[config.mk]
export PLATFORM = sky130hd
export DESIGN_NAME = hvn_fifo
export DESIGN_NICKNAME = d
export VERILOG_FILES = /design/src/rtl/core/hvn_pkg.sv /design/src/rtl/core/hvn_fifo.sv
export SDC_FILE = /design/constraint.sdc
export NUM_CORES = 1
export LEC_CHECK = 0
export BUFFER_PORTS_ARGS = -buffer_cell sky130_fd_sc_hd__buf_2
export CAP_MARGIN = 5
export CORE_MARGIN = 2
export CORE_UTILIZATION = 40
export DETAILED_ROUTE_END_ITERATION = 8
export PLACE_DENSITY_LB_ADDON = 0.3
export SLEW_MARGIN = 30
export SYNTH_ARGS = -nofsm -noshare
export SYNTH_HDL_FRONTEND = slang
export SYNTH_SLANG_ARGS = --single-unit
[constraint.sdc]
create_clock -name clk -period 8.29 [get_ports clk]
set_input_delay 0.4145 -clock clk [delete_from_list [all_inputs] [get_ports clk]]
set_output_delay 0.4145 -clock clk [all_outputs]
set_load 0.01 [all_outputs]
[src/rtl/core/hvn_pkg.sv]
// Shared constants and the queued item type for the hashed value noise block.
`default_nettype none
package hvn_pkg;

	localparam int unsigned FRAC_BITS     = 16;
	localparam int unsigned OUT_FRAC_BITS = 30;

	localparam logic [63:0] MIX_K1 = 64'hbf58476d1ce4e5b9;
	localparam logic [63:0] MIX_K2 = 64'h94d049bb133111eb;
	localparam logic [63:0] OFF_X  = 64'h632be59bd9b4e019;
	localparam logic [63:0] OFF_Z  = 64'h8cb92baa3f3d8dd7;

	localparam int unsigned FIFO_DEPTH = 4;
	localparam int unsigned FIFO_AW    = 2;

	// divider: bits resolved per stage, stage map of the front pipeline
	localparam int unsigned DIV_BITS     = 4;
	localparam int unsigned QUO_STAGES   = 32 / DIV_BITS;
	localparam int unsigned CORR_STAGE   = QUO_STAGES + 1;
	localparam int unsigned FRAC_STAGES  = FRAC_BITS / DIV_BITS;
	localparam int unsigned FRONT_STAGES = CORR_STAGE + FRAC_STAGES + 1;

	localparam int unsigned BACK_STAGES = 17;

	typedef struct packed {
		logic signed [31:0] cell_x;
		logic signed [31:0] cell_z;
		logic [15:0]        frac_x;
		logic [15:0]        frac_z;
		logic [63:0]        salt;
	} item_t;

endpackage
`default_nettype wire

[src/rtl/core/hvn_fifo.sv]
// Four-entry queue between the front and back pipelines.
`default_nettype none
module hvn_fifo (
	input  wire logic           clk,
	input  wire logic           arst_n,
	input  wire logic           push,
	input  wire hvn_pkg::item_t wdata,
	input  wire logic           pop,
	output hvn_pkg::item_t      rdata,
	output logic                full,
	output logic                empty
);

	hvn_pkg::item_t                mem_q [hvn_pkg::FIFO_DEPTH];
	logic [hvn_pkg::FIFO_AW-1:0]   wr_q, rd_q;
	logic [hvn_pkg::FIFO_AW:0]     cnt_q;

	assign full  = (cnt_q == (hvn_pkg::FIFO_AW+1)'(hvn_pkg::FIFO_DEPTH));
	assign empty = (cnt_q == '0);
	assign rdata = mem_q[rd_q];

	always_ff @(posedge clk or negedge arst_n) begin
		if (!arst_n) begin
			wr_q  <= '0;
			rd_q  <= '0;
			cnt_q <= '0;
		end else begin
			if (push) wr_q <= wr_q + 1'b1;
			if (pop)  rd_q <= rd_q + 1'b1;
			if (push && !pop)      cnt_q <= cnt_q + 1'b1;
			else if (pop && !push) cnt_q <= cnt_q - 1'b1;
		end
	end

	always_ff @(posedge clk) begin
		if (push) mem_q[wr_q] <= wdata;
	end

endmodule
`default_nettype wire

# After elaboration in Yosys (flattened, before gate mapping)
# Memory sizes are Yosys's and may differ from the RTL's.
# Index checks and enable logic that the tools add are counted.
# word_totals
out_inout_bits	162
input_bits	164
ramBits	640
n_memories	1
word_cells	19
ff_bits	7
# mem_list
memory	depth	width	read_ports	rd_ports_with_merged_regs	wr	line	rtl
mem_q	4	160	1	0	1	hvn_fifo.sv:14	hvn_pkg::item_t mem_q [hvn_pkg::FIFO_DEPTH];
# classes
mux	4
n_addsub	4
eq_ne	1
reduce_logical	6
# ops
cell	count
$mux 3	2
$add 2x1->2 const B	2
$add 3x1->3 const B	1
$eq 3x3->1 const B	1
$logic_not 3->1	1
$sub 3x1->3 const B	1
$logic_and 1x1->1	2
$logic_not 1->1	2
$mux 1	2
$reduce_bool 2->1	1

# Depth between registers and ports, before layout
# logic_depth
word_depth	4
depth_mapped	7

# Worst setup path after synthesis
# OpenSTA, ideal clock, no wires.
# synth_timing
path_kind	reg2reg
start	reg wr_q[0] in the netlist's numbering
end	mem mem_q[2][0] in the netlist's numbering (enable)
arrival_ps	4269
path_stages_with_launch	4
path_slack_ps	3482
setup_ps	539
cell_sequence	dfrtp_1 > inv_1 > ha_1 > and2_1
# synth_rtl
element	line	rtl
from (decl)	hvn_fifo.sv:15	logic [hvn_pkg::FIFO_AW-1:0] wr_q, rd_q;
from (signal assigned)	hvn_fifo.sv:28	if (push) wr_q <= wr_q + 1'b1;
to (decl)	hvn_fifo.sv:14	
# No word-level cell before the write port.

==> impl_metrics.csv <==
group,metric,value,unit
cts,cts_tree,"yes",
critical_path,cp_max_fo,58,
yosys,synth_area_leaders,"edfxtp_1 82%, mux4_2 15%, dfrtp_1 0.75%",
hold_path,worstHoldPathType,"in2reg",
critical_path,regToRegSetupSlack,5.63,ns
die,die_height,246,um
status,status,"complete, no violations",
sta,fin_hold_ws,0.0415,ns
cts,clkTransAtPathRegs,0.06,ns
cts,numCtsBuffers,69,
grt,gr-total-overflow,0,
cells_and_area,mostFrequentLayoutCell,"edfxtp_1",
cells_and_area,nNetsFinal,1482,
yosys,synth_edf_count,640,
pwr,vdd_drop_max,304,uV
detailed_routing,wl_per_cell,21.6,um
critical_path,crit_required,7.88,ns
sta,fin_crit,3.40,ns
sta,rsz0062_at_grt,"no",
cells_and_area,final_cell_area,0.0288,mm2
critical_path,arrival,2.98,ns
pwr,power.density,352,mW/mm2
sta,drv_slew,0,
cells_and_area,area_growth,22.9,%
die,row_count,88,
yosys,synth-seq-area-share,82.7,%
cts,clk_latency,0.59,ns
sta,final.setup.worst_slack,4.89,ns
grt,grt_max_degree,75,
pwr,p_leak,9.80,nW
yosys,syn_nets,1040,
yosys,yosysWarnings,0,
grt,grt_antenna_before_repair,11,
yosys,syn_area_per_cell,27.0,um2
yosys,ys.flop_type,"edfxtp_1",
pwr,finalPower,10.2,mW
cts,cts_sinks,647,
sta,max_freq,294,MHz
grt,grt_pass1_wl,70.1,mm
critical_path,critical_path_class,"reg2out",
yosys,synth_seq_cells,647,
cells_and_area,fin_cells,2135,
cells_and_area,layout-drive-gt1-share,43.9,%
detailed_routing,vias,10643,
cells_and_area,mostFrequentLayoutCells,"640 x edfxtp_1, 325 x buf_2, 160 x mux4_2",
die,die_area,0.0606,mm2
yosys,ys_types,19,
cells_and_area,utilization,49.9,%
place,place_congestion,0.713,
grt,grt_use_total,15.5,%
place,io_buffer_count,325,
die,ios,326,
die,start_util,40.6,%
detailed_routing,drc_errors,0,
sta,fin_tns_setup,0,ns
cts,cts.htree.levels,3,
yosys,yosys.area.top_type,"edfxtp_1",
cts,max-clock-path-buffers,3,
critical_path,reg2reg_to,"mem_q[0][141]",
sta,hold_violations,0,
detailed_routing,routed_wl,46.2,mm
sta,finalSetupViolations,0,
sta,finalCritPeriodShare,41.0,%
yosys,synth_cells,870,
detailed_routing,drt_iter0_drc,578,
cts,clockRootBuffer,"clkbuf_16",
detailed_routing,ant_nets,0,
critical_path,crit_path_start,"rd_q[1]",
yosys,synth-async-reset-ratio,1.08,%
sta,fin_skew,0.0155,ns
place,place_ws,5.44,ns
job,max_cap_viol_count,0,
critical_path,rr_worst_depth,4,
grt,grt_pass1_vias,11724,
detailed_routing,dr.pass1.iters,4,
yosys,netlist_area,0.0234,mm2
critical_path,end_kind,"output pin",
yosys,synth_top_area_share,82.0,%
detailed_routing,viasPerCell,4.99,
sta,tightest_slew,0.960,ns
critical_path,endpoint,"rdata[137]",
die,fp.coreArea,0.0578,mm2
critical_path,rr_startpoint,"wr_q[0]",
place,place_hpwl,26.6,mm
critical_path,start_kind,"flop",
sta,slew_headroom,36.0,%
place,placed_cells,1937,
place,placed_cell_area,0.0259,mm2
die,fp.dieW,246,um
flip-flops by register name, summed over array words and instances, names as in the netlist:
signal	count
wr_q	2
rd_q	2
cnt_q	3
mem_q	640
worst max-delay path, stage by stage (launching register included):
cell     delay [ns]
dfrtp_4        0.89
buf_4          0.86
mux4_2         0.43
buf_2          0.16
layer usage:
layer  global-route usage (%)  vias up  part of all wire, %
li1                         -     4677                    -
met1                     20.3     5600                   42
met2                     24.3      284                   48
met3                     5.29       70                  8.4
met4                     5.44       12                  2.0
met5                        0        -                 0.15
synth_stat cells, drive strengths merged, types with 2 or more instances:
cell type and n:
ha 5, xor2 4, inv 4, clkbuf 6, dfrtp 7, xnor2 2, mux4 160, edfxtp 640
nand2 2, buf 30, and2 4
how the worst min path moves through the flow:
stage                          start            end  depth (start not counted)
after detailed placement      arst_n       cnt_q[2]                          1
final                      wdata[34]   mem_q[2][34]                          1
after global routing      wdata[133]  mem_q[2][133]                          1
after floorplan               arst_n       cnt_q[0]                          0
after CTS                   wdata[6]    mem_q[2][6]                          1
after global placement        arst_n       cnt_q[2]                          1
repair_timing:
item                      CTS  global route
buffers inserted            0             0
hold endpoints to repair  256             0
gates resized for setup     0             0
hold buffers               68             0
power by group:
group,internal [mW],switching (mW)
registers,4.28,0.198
logic,1.27,1.51
clock network,1.71,1.20
layout make-up:
class,instances,area (um2)
multi-input cells,183,3810
repair buffers,407,2470
fillers,4647,29000
clock buffers,88,1850
inverters,4,15.0
diodes,5,12.5
flip-flops and latches,647,19400
well taps,765,957
clock inverters,36,305
cells by family (layout without fill, tap and decap cells):
kind of cell             Yosys count  count (layout)  share of synthesized area (%)
AND/OR/NAND/NOR                    9               9                          0.208
buffers and inverters             40             535                           1.08
adder cells (fa/ha/maj)            6               6                          0.352
AO/OA/AOI/OAI                      1               1                         0.0213
other                              0               5                              0
multiplexers                     161             161                           15.4
XOR/XNOR                           6               6                          0.224
flip-flops                       647             647                           82.7
Power figures use the tool's default switching activity.
